[src/design/kfd_pkg.sv]
// ----------------------------------------------------------------------------
// kfd_pkg
// Shared types for the keypad frame decoder: frame kinds, the classified byte
// passed from the front end to the back end, configuration and result records.
// ----------------------------------------------------------------------------
package kfd_pkg;

  // longest frame the position field has to cover
  localparam int MAX_FRAME_BYTES = 21;
  localparam int POS_W           = $clog2(MAX_FRAME_BYTES + 1);

  // frame id bytes
  localparam logic [7:0] ID_SCRIPT = 8'hA0;
  localparam logic [7:0] ID_BEEP   = 8'hA1;
  localparam logic [7:0] ID_ARMSEL = 8'hA3;
  localparam logic [7:0] ID_STRIP  = 8'hA4;

  // mode and strip payload codes
  localparam logic [7:0] MODE_AWAY    = 8'h41;
  localparam logic [7:0] MODE_HOME    = 8'h42;
  localparam logic [7:0] MODE_DISARM  = 8'h43;
  localparam logic [7:0] MODE_DYNAMIC = 8'h44;
  localparam logic [7:0] STRIP_NORMAL = 8'h20;
  localparam logic [7:0] STRIP_RFID   = 8'h30;

  // event kinds
  localparam logic [2:0] EV_BEEP       = 3'd0;
  localparam logic [2:0] EV_SCRIPT     = 3'd1;
  localparam logic [2:0] EV_ARMSEL     = 3'd2;
  localparam logic [2:0] EV_STRIP_NORM = 3'd3;
  localparam logic [2:0] EV_STRIP_RFID = 3'd4;

  // script targets
  localparam logic [2:0] TGT_DISARM = 3'd0;
  localparam logic [2:0] TGT_AWAY   = 3'd1;
  localparam logic [2:0] TGT_HOME   = 3'd2;

  // arm-select modes
  localparam logic [2:0] ARM_NONE   = 3'd0;
  localparam logic [2:0] ARM_AWAY   = 3'd1;
  localparam logic [2:0] ARM_HOME   = 3'd2;
  localparam logic [2:0] ARM_DISARM = 3'd3;

  // configuration register indexes
  localparam logic [2:0] REG_FORCE_DIGITS = 3'd0;
  localparam logic [2:0] REG_FORCE_LEN    = 3'd1;
  localparam logic [2:0] REG_SKIP_DIGITS  = 3'd2;
  localparam logic [2:0] REG_SKIP_LEN     = 3'd3;
  localparam logic [2:0] REG_DYN_SEL      = 3'd4;
  localparam logic [2:0] REG_SCRIPT_MASK  = 3'd5;
  localparam logic [2:0] REG_STRIP        = 3'd6;
  localparam logic [2:0] REG_BUZZER       = 3'd7;

  typedef enum logic [4:0] {
    FK_IDLE   = 5'b00001,
    FK_SCRIPT = 5'b00010,
    FK_BEEP   = 5'b00100,
    FK_ARMSEL = 5'b01000,
    FK_STRIP  = 5'b10000
  } frame_kind_t;

  // one classified frame byte (id bytes are not passed on)
  typedef struct packed {
    frame_kind_t      kind;
    logic [POS_W-1:0] pos;
    logic [7:0]       code;
    logic             dig_ok;
    logic [3:0]       dig;
    logic             last;
  } item_t;

  typedef struct packed {
    logic [11:0] force_digits;
    logic [1:0]  force_len;
    logic [11:0] skip_digits;
    logic [1:0]  skip_len;
    logic [1:0]  dyn_sel;
    logic [5:0]  script_mask;
    logic        strip_present;
    logic        buzzer_present;
  } cfg_t;

  typedef struct packed {
    logic [2:0]  event_kind;
    logic [2:0]  script_target;
    logic [63:0] pin_digits;
    logic [4:0]  pin_length;
    logic        force_hit;
    logic        skip_hit;
    logic [2:0]  arm_select_mode;
  } event_t;

endpackage

[src/design/kfd_front.sv]
// ----------------------------------------------------------------------------
// kfd_front
// Frame tracker: opens frames on id bytes, numbers the following bytes,
// decodes digit codes and hands each frame byte to the queue.
// ----------------------------------------------------------------------------
module kfd_front
  import kfd_pkg::*;
#(
  parameter int SCRIPT_FRAME_BYTES = 21
) (
  input  logic       clk,
  input  logic       rst_n,
  input  logic       in_valid,
  input  logic [7:0] in_byte,
  output logic       in_ready,
  input  logic       q_full,
  output logic       push,
  output item_t      item
);

  localparam logic [POS_W-1:0] SCRIPT_LEN = POS_W'(SCRIPT_FRAME_BYTES);
  localparam logic [POS_W-1:0] SHORT_LEN  = POS_W'(2);

  frame_kind_t      kind_r, kind_nxt;
  logic [POS_W-1:0] cnt_r, cnt_nxt;
  logic [POS_W-1:0] cnt_inc;
  logic [POS_W-1:0] frame_len;
  logic             accept;
  logic             dig_ok;
  logic [3:0]       dig;

  assign in_ready = !q_full;
  assign accept   = in_valid && in_ready;
  assign cnt_inc  = cnt_r + 1'b1;
  assign frame_len = (kind_r == FK_SCRIPT) ? SCRIPT_LEN : SHORT_LEN;

  always_comb begin
    dig_ok = 1'b1;
    case (in_byte)
      8'h00: dig = 4'd0;
      8'h05: dig = 4'd1;
      8'h0A: dig = 4'd2;
      8'h0F: dig = 4'd3;
      8'h11: dig = 4'd4;
      8'h16: dig = 4'd5;
      8'h1B: dig = 4'd6;
      8'h1C: dig = 4'd7;
      8'h22: dig = 4'd8;
      8'h27: dig = 4'd9;
      default: begin
        dig    = 4'd0;
        dig_ok = 1'b0;
      end
    endcase
  end

  always_comb begin
    item.kind   = kind_r;
    item.pos    = cnt_r;
    item.code   = in_byte;
    item.dig_ok = dig_ok;
    item.dig    = dig;
    item.last   = (cnt_inc == frame_len);
    kind_nxt    = kind_r;
    cnt_nxt     = cnt_r;
    push        = 1'b0;
    if (accept) begin
      case (kind_r)
        FK_IDLE: begin
          cnt_nxt = POS_W'(1);
          case (in_byte)
            ID_SCRIPT: kind_nxt = FK_SCRIPT;
            ID_BEEP:   kind_nxt = FK_BEEP;
            ID_ARMSEL: kind_nxt = FK_ARMSEL;
            ID_STRIP:  kind_nxt = FK_STRIP;
            default:   cnt_nxt  = '0;   // unknown id, dropped
          endcase
        end
        default: begin
          push = 1'b1;
          if (item.last) begin
            kind_nxt = FK_IDLE;
            cnt_nxt  = '0;
          end else begin
            cnt_nxt = cnt_inc;
          end
        end
      endcase
    end
  end

  always_ff @(posedge clk) begin
    if (!rst_n) begin
      kind_r <= FK_IDLE;
      cnt_r  <= '0;
    end else begin
      kind_r <= kind_nxt;
      cnt_r  <= cnt_nxt;
    end
  end

endmodule

[src/design/kfd_queue.sv]
// ----------------------------------------------------------------------------
// kfd_queue
// Small first-in first-out buffer of classified bytes between the front end
// and the back end.
// ----------------------------------------------------------------------------
module kfd_queue
  import kfd_pkg::*;
(
  input  logic  clk,
  input  logic  rst_n,
  input  logic  push,
  input  item_t wr_item,
  input  logic  pop,
  output item_t rd_item,
  output logic  full,
  output logic  empty
);

  localparam int DEPTH = 2;
  localparam int AW    = $clog2(DEPTH);

  item_t          mem_r [DEPTH];
  logic [AW-1:0]  wr_ptr_r, wr_ptr_nxt;
  logic [AW-1:0]  rd_ptr_r, rd_ptr_nxt;
  logic [AW:0]    cnt_r, cnt_nxt;

  assign full    = (cnt_r == (AW + 1)'(DEPTH));
  assign empty   = (cnt_r == '0);
  assign rd_item = mem_r[rd_ptr_r];

  always_comb begin
    wr_ptr_nxt = push ? wr_ptr_r + 1'b1 : wr_ptr_r;
    rd_ptr_nxt = pop  ? rd_ptr_r + 1'b1 : rd_ptr_r;
    cnt_nxt    = cnt_r + {{AW{1'b0}}, push} - {{AW{1'b0}}, pop};
  end

  always_ff @(posedge clk) begin
    if (push) begin
      mem_r[wr_ptr_r] <= wr_item;
    end
  end

  always_ff @(posedge clk) begin
    if (!rst_n) begin
      wr_ptr_r <= '0;
      rd_ptr_r <= '0;
      cnt_r    <= '0;
    end else begin
      wr_ptr_r <= wr_ptr_nxt;
      rd_ptr_r <= rd_ptr_nxt;
      cnt_r    <= cnt_nxt;
    end
  end

endmodule

[src/design/kfd_back.sv]
// ----------------------------------------------------------------------------
// kfd_back
// Frame executor: gathers prefix digits, mode byte and PIN digits, and on the
// closing byte of a frame builds the event, when it fires, into the output register.
// ----------------------------------------------------------------------------
module kfd_back
  import kfd_pkg::*;
(
  input  logic   clk,
  input  logic   rst_n,
  input  cfg_t   cfg,
  input  logic   q_empty,
  input  item_t  q_item,
  output logic   pop,
  output logic   out_valid,
  input  logic   out_ready,
  output event_t out_event
);

  localparam logic [POS_W-1:0] POS_MODE = POS_W'(4);

  logic [11:0] pdig_r, pdig_nxt, pdig_new;
  logic [1:0]  plen_r, plen_nxt, plen_new;
  logic [7:0]  mode_r, mode_nxt;
  logic [63:0] pin_r, pin_nxt, pin_new;
  logic [4:0]  pinlen_r, pinlen_nxt, pinlen_new;
  logic        out_valid_r, out_valid_nxt;
  event_t      ev_r, ev_nxt, ev;
  logic        fire;
  logic        out_free;
  logic        is_script;
  logic        mode_ok;
  logic [2:0]  target;

  function automatic logic pfx_match(input logic [11:0] p, input logic [1:0] pl,
                                     input logic [11:0] c, input logic [1:0] cl);
    logic [11:0] m;
    begin
      case (cl)
        2'd1:    m = 12'h00F;
        2'd2:    m = 12'h0FF;
        2'd3:    m = 12'hFFF;
        default: m = 12'h000;
      endcase
      return (cl != 2'd0) && (pl == cl) && ((p & m) == (c & m));
    end
  endfunction

  assign out_free  = !out_valid_r || out_ready;
  assign pop       = !q_empty && (!q_item.last || out_free);
  assign is_script = (q_item.kind == FK_SCRIPT);
  assign out_valid = out_valid_r;
  assign out_event = ev_r;

  // digit gathering for the current byte
  always_comb begin
    pdig_new   = pdig_r;
    plen_new   = plen_r;
    pin_new    = pin_r;
    pinlen_new = pinlen_r;
    if (is_script && q_item.dig_ok) begin
      if (q_item.pos != '0 && q_item.pos < POS_MODE && plen_r != 2'd3) begin
        pdig_new[{plen_r, 2'b00} +: 4] = q_item.dig;
        plen_new = plen_r + 2'd1;
      end
      if (q_item.pos > POS_MODE && !pinlen_r[4]) begin
        pin_new[{pinlen_r[3:0], 2'b00} +: 4] = q_item.dig;
        pinlen_new = pinlen_r + 5'd1;
      end
    end
  end

  // event built from the closing byte
  always_comb begin
    ev      = '0;
    fire    = 1'b0;
    mode_ok = 1'b1;
    case (mode_r)
      MODE_AWAY:    target = TGT_AWAY;
      MODE_HOME:    target = TGT_HOME;
      MODE_DISARM:  target = TGT_DISARM;
      MODE_DYNAMIC: begin
        target  = 3'd2 + {1'b0, cfg.dyn_sel};
        mode_ok = (cfg.dyn_sel != 2'd0);
      end
      default: begin
        target  = TGT_DISARM;
        mode_ok = 1'b0;
      end
    endcase
    case (q_item.kind)
      FK_BEEP: begin
        fire          = cfg.buzzer_present;
        ev.event_kind = EV_BEEP;
      end
      FK_SCRIPT: begin
        fire             = mode_ok && (pinlen_new != 5'd0) && cfg.script_mask[target];
        ev.event_kind    = EV_SCRIPT;
        ev.script_target = target;
        ev.pin_digits    = pin_new;
        ev.pin_length    = pinlen_new;
        ev.force_hit     = pfx_match(pdig_r, plen_r, cfg.force_digits, cfg.force_len);
        ev.skip_hit      = pfx_match(pdig_r, plen_r, cfg.skip_digits, cfg.skip_len);
      end
      FK_ARMSEL: begin
        fire          = cfg.strip_present;
        ev.event_kind = EV_ARMSEL;
        case (q_item.code)
          MODE_AWAY:    ev.arm_select_mode = ARM_AWAY;
          MODE_HOME:    ev.arm_select_mode = ARM_HOME;
          MODE_DISARM:  ev.arm_select_mode = ARM_DISARM;
          MODE_DYNAMIC: ev.arm_select_mode = (cfg.dyn_sel != 2'd0) ?
                                             3'd3 + {1'b0, cfg.dyn_sel} : ARM_NONE;
          default:      ev.arm_select_mode = ARM_NONE;
        endcase
      end
      FK_STRIP: begin
        fire          = cfg.strip_present &&
                        (q_item.code == STRIP_NORMAL || q_item.code == STRIP_RFID);
        ev.event_kind = (q_item.code == STRIP_RFID) ? EV_STRIP_RFID : EV_STRIP_NORM;
      end
      default: fire = 1'b0;
    endcase
  end

  always_comb begin
    pdig_nxt      = pdig_r;
    plen_nxt      = plen_r;
    mode_nxt      = mode_r;
    pin_nxt       = pin_r;
    pinlen_nxt    = pinlen_r;
    ev_nxt        = ev_r;
    out_valid_nxt = out_valid_r;
    if (out_valid_r && out_ready) begin
      out_valid_nxt = 1'b0;
    end
    if (pop) begin
      if (q_item.last) begin
        // frame done, start the next one clean
        pdig_nxt   = '0;
        plen_nxt   = '0;
        pin_nxt    = '0;
        pinlen_nxt = '0;
        if (fire) begin
          out_valid_nxt = 1'b1;
          ev_nxt        = ev;
        end
      end else begin
        pdig_nxt   = pdig_new;
        plen_nxt   = plen_new;
        pin_nxt    = pin_new;
        pinlen_nxt = pinlen_new;
        if (is_script && q_item.pos == POS_MODE) begin
          mode_nxt = q_item.code;
        end
      end
    end
  end

  always_ff @(posedge clk) begin
    mode_r <= mode_nxt;
    ev_r   <= ev_nxt;
  end

  always_ff @(posedge clk) begin
    if (!rst_n) begin
      pdig_r      <= '0;
      plen_r      <= '0;
      pin_r       <= '0;
      pinlen_r    <= '0;
      out_valid_r <= 1'b0;
    end else begin
      pdig_r      <= pdig_nxt;
      plen_r      <= plen_nxt;
      pin_r       <= pin_nxt;
      pinlen_r    <= pinlen_nxt;
      out_valid_r <= out_valid_nxt;
    end
  end

endmodule

[src/design/keypad_frame_decoder.sv]
// Path: a closing byte passes the queue; its event is then registered onto out_tvalid.
// Throughput: one byte per cycle; the front end stalls only when the two-entry
// queue is full, which happens when a finished event waits in the output register.
// Reset: rst_n is synchronous, active low; it closes any open frame, empties the
// queue and the output register, and clears all configuration registers to zero.
// ----------------------------------------------------------------------------
// keypad_frame_decoder
// Keypad link frame decoder: assembles id-led frames from a byte stream and
// emits beep, script, arm-select and strip events.
// ----------------------------------------------------------------------------
module keypad_frame_decoder
  import kfd_pkg::*;
#(
  parameter int SCRIPT_FRAME_BYTES = 21
) (
  input  logic        clk,
  input  logic        rst_n,
  // received_byte
  input  logic [7:0]  in_tdata,
  input  logic        in_tvalid,
  output logic        in_tready,
  // script_target, pin_digits, pin_length, force_hit, skip_hit,
  // arm_select_mode, zero fill
  output logic [79:0] out_tdata,
  // event_kind
  output logic [2:0]  out_tuser,
  output logic        out_tvalid,
  input  logic        out_tready,
  input  logic        cfg_we,
  input  logic [2:0]  cfg_addr,
  input  logic [11:0] cfg_wdata
);

  cfg_t   cfg_r, cfg_nxt;
  item_t  f_item, q_item;
  logic   f_push, q_pop, q_full, q_empty;
  event_t ev;

  always_comb begin
    cfg_nxt = cfg_r;
    if (cfg_we) begin
      case (cfg_addr)
        REG_FORCE_DIGITS: cfg_nxt.force_digits   = cfg_wdata;
        REG_FORCE_LEN:    cfg_nxt.force_len      = cfg_wdata[1:0];
        REG_SKIP_DIGITS:  cfg_nxt.skip_digits    = cfg_wdata;
        REG_SKIP_LEN:     cfg_nxt.skip_len       = cfg_wdata[1:0];
        REG_DYN_SEL:      cfg_nxt.dyn_sel        = cfg_wdata[1:0];
        REG_SCRIPT_MASK:  cfg_nxt.script_mask    = cfg_wdata[5:0];
        REG_STRIP:        cfg_nxt.strip_present  = cfg_wdata[0];
        REG_BUZZER:       cfg_nxt.buzzer_present = cfg_wdata[0];
        default:          cfg_nxt = cfg_r;
      endcase
    end
  end

  always_ff @(posedge clk) begin
    if (!rst_n) begin
      cfg_r <= '0;
    end else begin
      cfg_r <= cfg_nxt;
    end
  end

  kfd_front #(
    .SCRIPT_FRAME_BYTES(SCRIPT_FRAME_BYTES)
  ) u_front (
    .clk      (clk),
    .rst_n    (rst_n),
    .in_valid (in_tvalid),
    .in_byte  (in_tdata),
    .in_ready (in_tready),
    .q_full   (q_full),
    .push     (f_push),
    .item     (f_item)
  );

  kfd_queue u_queue (
    .clk     (clk),
    .rst_n   (rst_n),
    .push    (f_push),
    .wr_item (f_item),
    .pop     (q_pop),
    .rd_item (q_item),
    .full    (q_full),
    .empty   (q_empty)
  );

  kfd_back u_back (
    .clk       (clk),
    .rst_n     (rst_n),
    .cfg       (cfg_r),
    .q_empty   (q_empty),
    .q_item    (q_item),
    .pop       (q_pop),
    .out_valid (out_tvalid),
    .out_ready (out_tready),
    .out_event (ev)
  );

  assign out_tuser = ev.event_kind;
  assign out_tdata = {3'b000, ev.arm_select_mode, ev.skip_hit, ev.force_hit,
                      ev.pin_length, ev.pin_digits, ev.script_target};

endmodule
[config.mk]
export PLATFORM = sky130hd
export DESIGN_NAME = keypad_frame_decoder
export DESIGN_NICKNAME = d
export VERILOG_FILES = /design/src/design/kfd_pkg.sv /design/src/design/kfd_front.sv /design/src/design/kfd_queue.sv /design/src/design/kfd_back.sv /design/src/design/keypad_frame_decoder.sv
export SDC_FILE = /design/constraint.sdc
export NUM_CORES = 1
export LEC_CHECK = 0
export BUFFER_PORTS_ARGS = -buffer_cell sky130_fd_sc_hd__buf_2
export CAP_MARGIN = 20
export CORE_ASPECT_RATIO = 0.75
export CORE_MARGIN = 2
export CORE_UTILIZATION = 40
export CTS_CLUSTER_SIZE = 30
export DETAILED_ROUTE_END_ITERATION = 6
export GPL_ROUTABILITY_DRIVEN = 0
export PLACE_DENSITY_LB_ADDON = 0.25
export REMOVE_ABC_BUFFERS = 1
export SKIP_LAST_GASP = 1
export SYNTH_ARGS = -nofsm -noshare
export SYNTH_HDL_FRONTEND = slang
export SYNTH_SLANG_ARGS = --single-unit
[constraint.sdc]
create_clock -name clk -period 7.84 [get_ports clk]
set_clock_uncertainty 0.15 [all_clocks]
set_input_delay 1.568 -clock clk [delete_from_list [all_inputs] [get_ports clk]]
set_output_delay 1.568 -clock clk [all_outputs]
set_load 0.02 [all_outputs]
==> metrics.txt <==
Final WS setup 3.85 ns; Synth warnings 0; drt drc 0; maximum VDD drop 157 uV; highest clock rate 250 MHz; fin crit share 51.0%; Die ar. 32,100 um^2; #FFs+latches synth 273; Post-synth ARST share 0%; HP Class reg2reg; part of the power in combinational logic 13.5%; status complete, no violations; Max Cap Viol 0; Post-Syn Area 12,300 um^2; Via density 5.52; Clock Sinks 273; M1 GR Usage 30.5%; HP Start u_back.pin_r[7]; Final setup viols 0; main flop type after synthesis dfxtp_1; Fin. Hold Viols 0; Pwr Density 236 nW/um^2; Clk pwr share 41.1%; EDFF count, synth 136; syn_area_per_cell 10.8 um^2; NetSw 903 uW; Worst Path Required 8.11 ns; Cells after Synth 1,136; CTS Buf Count 29; Synth-to-Final Area Change 15.1%; Tmin final 3.99 ns; internal power 2.44 mW; post-DR wirelength/cell 18.5 um; LEAKAGE 4.70 nW; post-synthesis cell type count 84; share of cells above drive strength 1 17.6%; io pins 113; Net Sw Frac 27.0%; total wire length 30,600 um; Slew headroom 29.5%; Routed Antenna Nets 0; Initial Util 40.7%; clock latency on the worst-skew pair 0.55 ns; Crit Path Class reg2reg; CTS tree done; Die X-Extent 206 um; postcts setup bufs 0; largest net degree at the start of global routing 73; grt met2 use 26.4%; Slew Limit Fails 0; H-tree Lvls 1; Detailed Place HPWL 21,400 um; Worst EP arrival 4.27 ns; Root Buffer clkbuf_16; pre-CTS setup slack 3.40 ns; Vias 9,123; commonest non-fill, non-tap cell in the layout dfxtp_1; core area 30,200 um^2; clk buf depth 3; crit-path max FO 56; GR met3 Demand/Resource 3.24%; Flop pwr share 45.4%; Tot GR Track Use 19.0%; Die H 156 um; gr ovfl total 0; Worst-Margin Slew 1.05 ns; grt peak-use layer met1; initial DRC count 785; global-route wire length before repair 47,500 um; layout net count 1,269; setup_tns 0 ns; RSZ-0062 raised after global routing false; Setup crit start kind flip-flop; row count 55; most frequent cells in the layout dfxtp_1 (137), edfxtp_1 (136), nor2_1 (129); register area share after synthesis 55.6%; clock-pin transition on the worst setup and hold timing paths 0.06 ns; Critical Path End Type flip-flop; antenna violations before repair 0; TritonRoute pass-1 iters 5; # port buffers 109; post-CTS sizing 0; CTS Hold Bufs 0; vias in the first global route 8,334
[power groups by stage]
stage          sequential [mW]  clock [mW]  combinational, mW
5_1_grt                   1.52        1.46              0.489
3_3_place_gp              1.55           0              0.443
6_report                  1.52        1.37              0.451
2_1_floorplan             1.57           0              0.269
3_5_place_dp              1.55           0              0.446
4_1_cts                   1.52        1.40              0.448
[sequential cells by signal (all words and copies together) (netlist names), named ones only]
name / flops
u_front.kind_r: 5
u_back.pin_r: 64
u_queue.mem_r: 48
u_queue.wr_ptr_r: 1
u_queue.rd_ptr_r: 1
u_queue.cnt_r: 2
u_back.out_valid: 1
cfg_r: 38
u_front.cnt_r: 5
u_back.pinlen_r: 5
u_back.pdig_r: 12
u_back.mode_r: 8
u_back.out_event: 80
u_back.plen_r: 2
[per-layer routing]
metal / up-vias / share of wire (%)
met5: - / 0
met1: 4422 / 52
li1: 4411 / -
met4: 0 / 1.4
met2: 257 / 41
met3: 33 / 5.9
[final timing paths]
check | endpoint | slack, ns | cells after the start
max | u_back.pin_r[36] | 3.85 | 8
min | u_back.pin_r[7] | 0.31 | 2
max reg2reg | u_back.pin_r[36] | 3.85 | 8
min reg2reg | u_back.pin_r[7] | 0.31 | 2
[critical path, stage by stage, from the launching register on]
cell,delay (ns)
dfxtp_1,0.30
buf_4,0.45
nor4b_2,0.43
o22ai_4,0.32
buf_4,0.40
nor3_4,0.68
nand4_2,0.51
a22o_1,0.41
o2bb2ai_1,0.15
[stage by stage]
stage | hold slack (ns) | instances | power [mW] | util (%) | area (um^2)
floorplan | 0.276 | 1078 | 1.84 | - | 12000
global placement | 0.297 | 1599 | 1.99 | 43.6 | 13200
detailed placement | 0.297 | 1599 | 1.99 | 43.6 | 13200
CTS | 0.312 | 1652 | 3.37 | 46.8 | 14100
global route | 0.329 | 1652 | 3.47 | 46.8 | 14100
finish | 0.306 | 1653 | 3.34 | 46.8 | 14100
[cells in the mapped netlist (7+ instances only)]
cell	count	area (um^2)
nor2_1	130	488
clkbuf_1	35	131
nor3b_1	11	82.6
xnor2_1	20	175
nor4_1	7	43.8
nor3_1	29	145
a21o_1	8	60.1
mux2_2	10	113
a22o_1	30	263
nor2b_1	10	62.6
nand2_1	119	447
ha_1	10	125
inv_1	22	82.6
o21ai_0	22	110
nand2b_1	10	62.6
o2bb2ai_1	24	210
dfxtp_1	137	2740
edfxtp_1	136	4080
nand3_1	33	165
xor2_1	23	201
a21oi_1	51	255
mux2i_1	51	510
nand4_1	10	62.6
or3_1	7	43.8
a211oi_1	50	375
buf_2	11	55.1
[logic make-up after synthesis]
family / count (synthesis) / share of synthesized area (%)
buffers and inverters: 83 / 3.01
other: 1 / 0.0305
XOR/XNOR: 43 / 3.07
adder cells (fa/ha/maj): 10 / 1.02
AO/OA/AOI/OAI: 241 / 14.2
AND/OR/NAND/NOR: 423 / 17.9
multiplexers: 62 / 5.19
flip-flops: 273 / 55.6
[final cells by class]
class / count / area [um^2]
multi-input cells: 782 / 5120
diodes: 1 / 2.50
repair buffers: 122 / 643
flip-flops and latches: 273 / 6830
inverters: 23 / 86.3
clock buffers: 36 / 782
fillers: 2834 / 16100
clock inverters: 17 / 174
well taps: 399 / 499
Note: power is estimated with default switching activity, not from simulation.
